### src/hw/rtl/lruwb_pkg.sv
// ----------------------------------------------------------------------------
// lruwb_pkg: shared types and constants of the LRU write-back cache
// Field widths, request and result codes, controller states and the
// per-cell control word.
// ----------------------------------------------------------------------------
package lruwb_pkg;

	localparam int CAPACITY_DEF   = 8;
	localparam int KEY_BITS_DEF   = 32;
	localparam int VALUE_BITS_DEF = 32;

	localparam int FIELD_W = 32;
	localparam int CNT_W   = 16;
	localparam int CFG_W   = 4;

	localparam logic [CFG_W-1:0] CAP_RESET = 4'd8;
	localparam logic [CNT_W-1:0] CNT_MAX   = 16'hFFFF;

	typedef enum logic [1:0] {
		MODE_GET   = 2'd0,
		MODE_SET   = 2'd1,
		MODE_FILL  = 2'd2,
		MODE_FLUSH = 2'd3
	} mode_t;

	typedef enum logic [1:0] {
		KIND_HIT  = 2'd0,
		KIND_MISS = 2'd1,
		KIND_WB   = 2'd2,
		KIND_DONE = 2'd3
	} kind_t;

	typedef enum logic [1:0] {
		ST_IDLE,
		ST_LOOK,
		ST_ACK,
		ST_FLUSH
	} state_t;

	typedef struct packed {
		logic shift;
		logic load;
	} cell_ctrl_t;

endpackage

### src/hw/rtl/lruwb_cell.sv
// ----------------------------------------------------------------------------
// lruwb_cell: one slot of the recency chain
// Holds key, value and dirty flag, compares its key against the lookup key,
// and either loads broadcast data or takes its newer neighbor's entry.
// ----------------------------------------------------------------------------
module lruwb_cell
	import lruwb_pkg::*;
#(
	parameter int KEY_BITS   = KEY_BITS_DEF,
	parameter int VALUE_BITS = VALUE_BITS_DEF
) (
	input  logic                  clk,
	input  logic                  arst_n,
	input  cell_ctrl_t            ctrl,
	input  logic                  in_use,
	input  logic [KEY_BITS-1:0]   cmp_key,
	input  logic [KEY_BITS-1:0]   nbr_key,
	input  logic [VALUE_BITS-1:0] nbr_val,
	input  logic                  nbr_dirty,
	input  logic [KEY_BITS-1:0]   ld_key,
	input  logic [VALUE_BITS-1:0] ld_val,
	input  logic                  ld_dirty,
	output logic [KEY_BITS-1:0]   key,
	output logic [VALUE_BITS-1:0] val,
	output logic                  dirty,
	output logic                  hit
);

	logic [KEY_BITS-1:0]   key_q;
	logic [VALUE_BITS-1:0] val_q;
	logic                  dirty_q;

	always_ff @(posedge clk) begin
		priority if (ctrl.load) begin
			key_q <= ld_key;
			val_q <= ld_val;
		end else if (ctrl.shift) begin
			key_q <= nbr_key;
			val_q <= nbr_val;
		end else begin
			key_q <= key_q;
			val_q <= val_q;
		end
	end

	always_ff @(posedge clk or negedge arst_n) begin
		if (!arst_n) begin
			dirty_q <= 1'b0;
		end else begin
			priority if (ctrl.load) begin
				dirty_q <= ld_dirty;
			end else if (ctrl.shift) begin
				dirty_q <= nbr_dirty;
			end else begin
				dirty_q <= dirty_q;
			end
		end
	end

	assign key   = key_q;
	assign val   = val_q;
	assign dirty = dirty_q;
	assign hit   = in_use && (key_q == cmp_key);

endmodule

### src/hw/rtl/lru_writeback_kv_cache_unit.sv
// ----------------------------------------------------------------------------
// lru_writeback_kv_cache_unit: fully associative LRU write-back key/value cache
// Chain of slot cells, oldest entry in cell 0, newest at the top of the
// occupied range; a controller steers shifts and loads along the chain.
// ----------------------------------------------------------------------------
// Usage:
//   Requests enter on start/mode/key_in/value_in, taken at a clock edge where
//   start is high and busy is low. Each result appears for one cycle with
//   result_valid high; the receiver cannot hold it off. last_result marks the
//   final result of a request. cfg_we/cfg_data write capacity_in_use; write
//   it only while the unit is idle.
//   Sequence: the request is latched, then all cells compare their keys and the
//   chain shifts in the same cycle; a dirty victim adds a writeback result
//   before the final one. The result is registered and shows in the cycle
//   after the decision; the next request may be taken meanwhile.
//   Flush walks the chain one slot per cycle.
//   Reset empties the cache, clears dirty flags and the replacement count
//   and sets capacity_in_use to 8.
// ----------------------------------------------------------------------------
module lru_writeback_kv_cache_unit
	import lruwb_pkg::*;
#(
	parameter int CAPACITY   = CAPACITY_DEF,
	parameter int KEY_BITS   = KEY_BITS_DEF,
	parameter int VALUE_BITS = VALUE_BITS_DEF
) (
	input  logic               clk,
	input  logic               arst_n,
	input  logic               start,
	output logic               busy,
	input  logic [1:0]         mode,
	input  logic [FIELD_W-1:0] key_in,
	input  logic [FIELD_W-1:0] value_in,
	input  logic               cfg_we,
	input  logic [CFG_W-1:0]   cfg_data,
	output logic               result_valid,
	output logic [1:0]         result_kind,
	output logic [FIELD_W-1:0] key_out,
	output logic [FIELD_W-1:0] value_out,
	output logic [CNT_W-1:0]   eviction_count,
	output logic               last_result
);

	localparam int OW = $clog2(CAPACITY + 1);
	localparam int EW = (OW > CFG_W) ? OW : CFG_W;

	state_t state_q, state_d;

	mode_t                 mode_q;
	logic [KEY_BITS-1:0]   key_q;
	logic [VALUE_BITS-1:0] val_q;

	logic [OW-1:0]    occ_q, occ_d;
	logic [OW-1:0]    fcnt_q, fcnt_d;
	logic [CNT_W-1:0] evc_q, evc_d;
	logic [CFG_W-1:0] cap_q;

	logic               res_valid_q, res_valid_d;
	kind_t              res_kind_q, res_kind_d;
	logic [FIELD_W-1:0] res_key_q, res_key_d;
	logic [FIELD_W-1:0] res_val_q, res_val_d;
	logic [CNT_W-1:0]   res_cnt_q, res_cnt_d;
	logic               res_last_q, res_last_d;

	logic [KEY_BITS-1:0]   c_key   [CAPACITY];
	logic [VALUE_BITS-1:0] c_val   [CAPACITY];
	logic [CAPACITY-1:0]   c_dirty;
	logic [CAPACITY-1:0]   hit_vec;
	logic [CAPACITY-1:0]   pre_hit;
	logic [CAPACITY-1:0]   in_use;
	logic [CAPACITY-1:0]   below_top;
	logic [CAPACITY-1:0]   is_top;
	logic [CAPACITY-1:0]   is_next;
	cell_ctrl_t            ctrl [CAPACITY];

	logic [KEY_BITS-1:0]   ld_key;
	logic [VALUE_BITS-1:0] ld_val;
	logic                  ld_dirty;

	logic                  any_hit;
	logic [KEY_BITS-1:0]   sel_key;
	logic [VALUE_BITS-1:0] sel_val;
	logic                  sel_dirty;
	logic [EW-1:0]         eff_cap;
	logic                  full;
	logic [CNT_W-1:0]      evc_inc;

	// ------------------------------------------------------------------
	// Cell chain
	// ------------------------------------------------------------------
	for (genvar j = 0; j < CAPACITY; j++) begin : g_cell
		localparam logic [OW:0] IDX = (OW+1)'(j);

		logic [KEY_BITS-1:0]   nbr_key;
		logic [VALUE_BITS-1:0] nbr_val;
		logic                  nbr_dirty;

		if (j == CAPACITY - 1) begin : g_end
			assign nbr_key   = '0;
			assign nbr_val   = '0;
			assign nbr_dirty = 1'b0;
		end else begin : g_mid
			assign nbr_key   = c_key[j+1];
			assign nbr_val   = c_val[j+1];
			assign nbr_dirty = c_dirty[j+1];
		end

		assign in_use[j]    = IDX < {1'b0, occ_q};
		assign below_top[j] = (IDX + 1'b1) < {1'b0, occ_q};
		assign is_top[j]    = (IDX + 1'b1) == {1'b0, occ_q};
		assign is_next[j]   = IDX == {1'b0, occ_q};
		assign pre_hit[j]   = |hit_vec[j:0];

		lruwb_cell #(
			.KEY_BITS   (KEY_BITS),
			.VALUE_BITS (VALUE_BITS)
		) u_cell (
			.clk       (clk),
			.arst_n    (arst_n),
			.ctrl      (ctrl[j]),
			.in_use    (in_use[j]),
			.cmp_key   (key_q),
			.nbr_key   (nbr_key),
			.nbr_val   (nbr_val),
			.nbr_dirty (nbr_dirty),
			.ld_key    (ld_key),
			.ld_val    (ld_val),
			.ld_dirty  (ld_dirty),
			.key       (c_key[j]),
			.val       (c_val[j]),
			.dirty     (c_dirty[j]),
			.hit       (hit_vec[j])
		);
	end

	// Matching entry; keys are unique within the occupied range
	always_comb begin
		sel_key   = '0;
		sel_val   = '0;
		sel_dirty = 1'b0;
		for (int j = 0; j < CAPACITY; j++) begin
			sel_key   = sel_key   | (c_key[j] & {KEY_BITS{hit_vec[j]}});
			sel_val   = sel_val   | (c_val[j] & {VALUE_BITS{hit_vec[j]}});
			sel_dirty = sel_dirty | (c_dirty[j] & hit_vec[j]);
		end
	end

	assign any_hit = |hit_vec;

	always_comb begin
		if (cap_q == '0) begin
			eff_cap = EW'(1);
		end else if (EW'(cap_q) > EW'(CAPACITY)) begin
			eff_cap = EW'(CAPACITY);
		end else begin
			eff_cap = EW'(cap_q);
		end
	end

	assign full    = EW'(occ_q) >= eff_cap;
	assign evc_inc = (evc_q == CNT_MAX) ? evc_q : evc_q + 1'b1;

	// ------------------------------------------------------------------
	// Controller
	// ------------------------------------------------------------------
	always_comb begin
		state_d     = state_q;
		occ_d       = occ_q;
		fcnt_d      = fcnt_q;
		evc_d       = evc_q;
		res_valid_d = 1'b0;
		res_kind_d  = KIND_DONE;
		res_key_d   = '0;
		res_val_d   = '0;
		res_cnt_d   = evc_q;
		res_last_d  = 1'b1;
		ld_key      = key_q;
		ld_val      = val_q;
		ld_dirty    = 1'b0;
		for (int j = 0; j < CAPACITY; j++) begin
			ctrl[j] = '0;
		end

		unique case (state_q)
			ST_IDLE: begin
				if (start) begin
					state_d = ST_LOOK;
				end
			end

			ST_LOOK: begin
				state_d     = ST_IDLE;
				res_valid_d = 1'b1;
				if (mode_q == MODE_FLUSH) begin
					res_valid_d = 1'b0;
					fcnt_d      = occ_q;
					state_d     = ST_FLUSH;
				end else if (any_hit) begin
					// get and set promote: slide newer entries down, matched one to the top
					if (mode_q != MODE_FILL) begin
						ld_key   = sel_key;
						ld_val   = (mode_q == MODE_SET) ? val_q : sel_val;
						ld_dirty = (mode_q == MODE_SET) ? 1'b1 : sel_dirty;
						for (int j = 0; j < CAPACITY; j++) begin
							ctrl[j].shift = pre_hit[j] && below_top[j];
							ctrl[j].load  = is_top[j];
						end
					end
					if (mode_q == MODE_GET) begin
						res_kind_d = KIND_HIT;
						res_key_d  = FIELD_W'(sel_key);
						res_val_d  = FIELD_W'(sel_val);
					end
				end else if (mode_q == MODE_GET) begin
					res_kind_d = KIND_MISS;
					res_key_d  = FIELD_W'(key_q);
				end else begin
					ld_dirty = (mode_q == MODE_SET);
					if (full) begin
						// drop the oldest entry, shift the rest down
						for (int j = 0; j < CAPACITY; j++) begin
							ctrl[j].shift = below_top[j];
							ctrl[j].load  = is_top[j];
						end
						if (c_dirty[0]) begin
							evc_d      = evc_inc;
							res_kind_d = KIND_WB;
							res_key_d  = FIELD_W'(c_key[0]);
							res_val_d  = FIELD_W'(c_val[0]);
							res_cnt_d  = evc_inc;
							res_last_d = 1'b0;
							state_d    = ST_ACK;
						end
					end else begin
						occ_d = occ_q + 1'b1;
						for (int j = 0; j < CAPACITY; j++) begin
							ctrl[j].load = is_next[j];
						end
					end
				end
			end

			ST_ACK: begin
				res_valid_d = 1'b1;
				state_d     = ST_IDLE;
			end

			ST_FLUSH: begin
				res_cnt_d = '0;
				if (fcnt_q == '0) begin
					res_valid_d = 1'b1;
					occ_d       = '0;
					evc_d       = '0;
					state_d     = ST_IDLE;
				end else begin
					// walk oldest first: report cell 0 when dirty, advance the chain
					fcnt_d = fcnt_q - 1'b1;
					for (int j = 0; j < CAPACITY; j++) begin
						ctrl[j].shift = 1'b1;
					end
					if (c_dirty[0]) begin
						res_valid_d = 1'b1;
						res_kind_d  = KIND_WB;
						res_key_d   = FIELD_W'(c_key[0]);
						res_val_d   = FIELD_W'(c_val[0]);
						res_last_d  = 1'b0;
					end
				end
			end

			default: begin
				state_d = ST_IDLE;
			end
		endcase
	end

	always_ff @(posedge clk or negedge arst_n) begin
		if (!arst_n) begin
			state_q     <= ST_IDLE;
			occ_q       <= '0;
			fcnt_q      <= '0;
			evc_q       <= '0;
			cap_q       <= CAP_RESET;
			res_valid_q <= 1'b0;
		end else begin
			state_q     <= state_d;
			occ_q       <= occ_d;
			fcnt_q      <= fcnt_d;
			evc_q       <= evc_d;
			res_valid_q <= res_valid_d;
			if (cfg_we) begin
				cap_q <= cfg_data;
			end
		end
	end

	always_ff @(posedge clk) begin
		if (start && !busy) begin
			mode_q <= mode_t'(mode);
			key_q  <= KEY_BITS'(key_in);
			val_q  <= VALUE_BITS'(value_in);
		end
		res_kind_q <= res_kind_d;
		res_key_q  <= res_key_d;
		res_val_q  <= res_val_d;
		res_cnt_q  <= res_cnt_d;
		res_last_q <= res_last_d;
	end

	assign busy           = (state_q != ST_IDLE);
	assign result_valid   = res_valid_q;
	assign result_kind    = res_kind_q;
	assign key_out        = res_key_q;
	assign value_out      = res_val_q;
	assign eviction_count = res_cnt_q;
	assign last_result    = res_last_q;

endmodule

### config.mk
export PLATFORM = sky130hd
export DESIGN_NAME = lru_writeback_kv_cache_unit
export DESIGN_NICKNAME = d
export VERILOG_FILES = /design/src/hw/rtl/lruwb_pkg.sv /design/src/hw/rtl/lruwb_cell.sv /design/src/hw/rtl/lru_writeback_kv_cache_unit.sv
export SDC_FILE = /design/constraint.sdc
export NUM_CORES = 2
export LEC_CHECK = 0
export ABC_AREA = 1
export BUFFER_PORTS_ARGS = -buffer_cell sky130_fd_sc_hd__buf_4
export CELL_PAD_IN_SITES_DETAIL_PLACEMENT = 0
export CELL_PAD_IN_SITES_GLOBAL_PLACEMENT = 1
export CORE_ASPECT_RATIO = 0.9
export CORE_UTILIZATION = 50
export CTS_CLUSTER_SIZE = 16
export DETAILED_ROUTE_END_ITERATION = 16
export PLACE_DENSITY_LB_ADDON = 0.3
export RECOVER_POWER = 25
export SETUP_SLACK_MARGIN = 0.2
export SLEW_MARGIN = 20
export SYNTH_ARGS = -nofsm -noshare
export SYNTH_HDL_FRONTEND = slang
export SYNTH_HIERARCHICAL = 1
export SYNTH_SLANG_ARGS = --single-unit
### constraint.sdc
create_clock -name clk -period 10.5 [get_ports clk]
set_clock_uncertainty 0.15 [all_clocks]
set_input_delay 1.05 -clock clk [delete_from_list [all_inputs] [get_ports clk]]
set_output_delay 1.05 -clock clk [all_outputs]
set_load 0.02 [all_outputs]
* Word level (Yosys, flattened, before mapping) *
Index checks and enable logic that the tools add are counted.

storage, ports and cells
  register bits after elaboration = 700
  output and inout bits = 85

cells by class
  add/subtract/negate cells = 3
  order comparisons = 11
  equality and inequality tests = 31
  muxes and demuxes = 162
  bitwise operators = 45
  reduce and logical (&&, ||, !) cells = 44

operator list
  operator                                                                      count
  32-bit 2-to-1 mux                                                             54
  32-bit bitwise AND                                                            16
  32-bit OR                                                                     14
  32-bit == test                                                                8
  16-bit 2-to-1 mux                                                             11
  32-bit case mux with 2 select lines                                           2
  16-bit case mux with 2 select lines                                           2
  1-bit 2-to-1 mux                                                              58
  4-bit 2-to-1 mux                                                              9
  2-bit 2-to-1 mux                                                              12
  2-bit nonzero test                                                            10
  2-bit != test (second input constant)                                         9
  1-bit case mux with 2 select lines                                            9
  1-bit logical AND                                                             17
  16-bit by 1-bit adder with 16-bit output (second input constant)              1
  16-bit == test (second input constant)                                        1
  3-bit by 4-bit == test with 1-bit output (first input constant)               4
  3-bit by 4-bit less-than comparator with 1-bit output (first input constant)  4
  4-bit case mux with 2 select lines                                            2
  4-bit logical NOT                                                             3
  1-bit bitwise AND                                                             8
  2-bit by 4-bit == test with 1-bit output (first input constant)               2
  1-bit by 4-bit less-than comparator with 1-bit output (first input constant)  2
  2-bit by 4-bit less-than comparator with 1-bit output (first input constant)  2
  25 further kinds                                                              36

* Longest topological paths before layout *
  depth after elaboration = 16
  depth in mapped cells = 25
  mapped depth without buffers = 21

* Hierarchy *
Netlist, hierarchy kept.

by module, submodules not included
  module                       times used  cells each  area an instance (um^2)
  lruwb_cell                   8           418         3373.2
  lru_writeback_kv_cache_unit  1           1647        11188.2

* Least setup slack after synthesis *
Ideal clock, no wire load.

  path kind = flip-flop to flip-flop
  start = reg occ_q[1]
  end = reg g_cell[4].u_cell.key_q[0] (enable)
  library setup time = 427 ps
  arrival = 4016 ps
  slack = 5907 ps
  cell stages (with the launch flop) = 22
  path buffers = 2
  period minus slack after synthesis = 4593 ps
  path through = dfrtp_1 -> inv_1 -> ha_1 -> inv_1 -> nor2_1 -> nor2_1 -> o21a_1 -> nand3_2 -> nor2_1 -> nand3_1 -> nor2_1 -> nor2_1 -> nand3_1 -> nor2_2 -> buf_4 -> nor2_1 -> inv_1 -> nand2_1 -> buf_2 -> nand2_1 -> a21oi_1 -> or2_1

RTL lines
  what                      RTL line                            text
  start: declaration        lru_writeback_kv_cache_unit.sv:53   logic [OW-1:0] occ_q, occ_d;
  start signal: assignment  lru_writeback_kv_cache_unit.sv:280  occ_q <= '0;
  start signal: assignment  lru_writeback_kv_cache_unit.sv:287  occ_q <= occ_d;
  end signal: assignment    lruwb_cell.sv:35                    key_q <= ld_key;
  end signal: assignment    lruwb_cell.sv:38                    key_q <= nbr_key;
  end signal: assignment    lruwb_cell.sv:41                    key_q <= key_q;
  end: declaration          lruwb_cell.sv:29                    logic [KEY_BITS-1:0] key_q;

==> flow_summary.ini <==
[status]
status = finished with violations
violations = capacitance limit, slew limit

[die]
io-pin-count = 159
rows = 95
die_h_um = 264
die-area_mm2 = 0.0775
start_util = 0.508
core_area_mm2 = 0.0751
fp.dieW_um = 293

[yosys]
synth.area.top_cells = edfxtp_1, nand2_1, dfxtp_1, inv_1, dfrtp_1
yosysTopAreaCellShare = 0.455
synth-compound-area-share = 0.0618
synth_simple_gate_area_frac = 0.331
synthDistinctLibCells = 48
ys_warn_count = 6
syn-cell-area_mm2 = 0.0382
synth_flop_cell = edfxtp_1
synth_edf_count = 578
synth-seq-cells = 700
synthArstFlopShare = 0.0557
yosysSeqAreaShare = 0.524
synthXorXnorAreaFrac = 0.0133
avgSynthCellArea_um2 = 7.65
yosys.area.top_type = edfxtp_1
syn_inst = 4991
synthMuxAreaShare = 0
synth_top_family_by_area = simple AND/OR/NAND/NOR gates
synthAdderAreaFrac = 0.00295

[sta]
slew_viol_final = 215
period_minus_slack_ps = 8900
fin_ws_ps = 1600
fin_tns_setup_ps = 0
tightest_slew_ps = 3600
max_freq_ghz = 0.112
relSlewSlack = -1.40
timing.final.hold_violations = 0
setup_violations = 0
timing.final.crit_share = 0.847
grt_setup_unrepaired = no

[final_layout]
final_common_cell = nand2_1
final_cell_mix = nand2_1, edfxtp_1, inv_1
area_delta_synth_final_pct = 11.9
finish.utilization = 0.568
fill_cells = 7092
seqCellArea_mm2 = 0.0200
multi_input_area_mm2 = 0.0160
drive_gt1_frac = 0.0616
nNetsFinal = 5228

[cts]
cts-buffers-inserted = 77
cts_setup_buffers = 0
clock_latency_ps = 660
cts_resized = 0
cts.sinks = 700
root_buffer = clkbuf_16
h-tree-depth = 3
hold_buffers = 0
clock_path_buffers = 3
cts_tree = done
cts.clk_slew.worst_paths_ps = 60

[grt]
grtUsageTotal = 0.372
grt_pass1_vias = 32290
grt_pass1_wl_um = 212000
grt_max_degree = 68
antenna_found_initial = 8
overflow = 0

[place]
numPortBuffers = 158
place_ws_ps = 3620
gp_congestion = 1.08
place_hpwl_um = 89200

[drt]
drc = 0
drtIter0Drc = 4890
postRouteAntennaNets = 0
wirelength_um = 146000
routedWlPerCell_um = 23.4
vias = 35337
drt_pass1_iterations = 7
drt-vias-per-instance = 5.67

[power]
peakVddDrop_mv = 0.196
power_density_mw_per_mm2 = 237
power_leakage_nw = 19.6

[min_path]
holdCritPathClass = reg2reg

[setup_path]
crit_path_start_kind = flip-flop
crit_required_ps = 10630
arrival_ps = 9030
worstSetupPathType = reg2reg
crit_path_end_kind = flip-flop
worst-path-max-fanout = 39

[run]
cap_violations = 9
-- worst max-delay path, stage by stage (launching register included) --
cell and delay [ps]:
edfxtp_1 800, inv_1 90, nand2_1 80, nand2_1 70, nor2_1 100, nand2_1 70
nor2_1 250, nand3_1 110, nor2_1 2270, inv_1 310, nand3_1 340, nor2_2 60
buf_4 290, nor2_1 170, inv_1 70, nand2_1 310, nand2_1 170, a21oi_4 810
buf_4 490, or2_4 800, buf_4 600
-- cell usage after synthesis, types with 15 or more instances --
master and instances:
nand2_1 2753, edfxtp_1 578, inv_1 393, nor2_1 232, o21ai_0 154, buf_2 107
nand3_1 93, dfxtp_1 83, clkbuf_1 58, nand4_1 54, o21ai_1 47, a221oi_1 42
dfrtp_1 38, a21oi_1 32, inv_2 32, xnor2_1 32, buf_1 27, xor2_1 26
a22o_1 22, o21a_1 20, o211ai_1 17, o22ai_1 16, or2_2 16, a31oi_1 15
-- logic make-up after synthesis --
logic type	after synthesis
AO/OA/AOI/OAI	384
XOR/XNOR	58
adder cells (fa/ha/maj)	9
buffers and inverters	631
flip-flops	700
other	1
AND/OR/NAND/NOR	3208
-- metrics by stage --
stage,total power [mW],instance area [um^2],cells,hold WS [ps]
floorplan,6.02,38400,5055,288
global placement,7.25,40500,6083,335
detailed placement,7.29,40600,6084,352
CTS,10.1,43200,6226,231
global route,10.5,42700,6226,370
finish,10.1,42700,6229,361
-- power breakdown --
group | internal (mW) | total, mW | switching (mW)
clock | 1.61 | 2.82 | 1.21
sequential | 3.89 | 4.40 | 0.507
combinational | 0.661 | 2.88 | 2.22
total | 6.16 | 10.1 | 3.94
-- area by class of cell --
cell class                 instances  share of cell area
tap                             1018              0.0298
clock buffer                     114              0.0530
sequential                       700               0.468
antenna                            3            0.000176
inverter                         426              0.0374
clock inverter                    28             0.00847
multi-input combinational       3724               0.374
timing repair buffer             216              0.0286
-- layer usage --
metal | share of wire | GRT usage
met1 | 0.40 | 0.542
met2 | 0.42 | 0.548
met3 | 0.14 | 0.0813
met4 | 0.037 | 0.124
met5 | 0.00012 | 0
-- state kept, by name, summed over array words and instances, names as in the netlist --
register and flops:
eviction_count 16, g_cell.u_cell/dirty 8, last_result 1, g_cell.u_cell/key 256, val_q 32, key_out 32, evc_q 16, value_out 32
g_cell.u_cell/val 256, key_q 32, occ_q 4, state_q 2, result_kind 2, fcnt_q 4, result_valid 1, mode_q 2
cap_q 4
-- path summary, 6_finish.rpt --
path | cells past startpoint | slack, ps | end | startpoint
worst max-delay path | 20 | 1600 | g_cell[1].u_cell/val[21] | key_q[9]
worst min-delay path | 2 | 360 | value_out[10] | g_cell[0].u_cell/val[10]
worst max register to register | 20 | 1600 | g_cell[1].u_cell/val[21] | key_q[9]
worst min register to register | 2 | 360 | value_out[10] | g_cell[0].u_cell/val[10]
max in group asynchronous | 1 | 7950 | g_cell[7].u_cell/dirty | arst_n
min in group asynchronous | 1 | 930 | evc_q[9] | arst_n
Note: power is estimated with default switching activity, not from simulation.
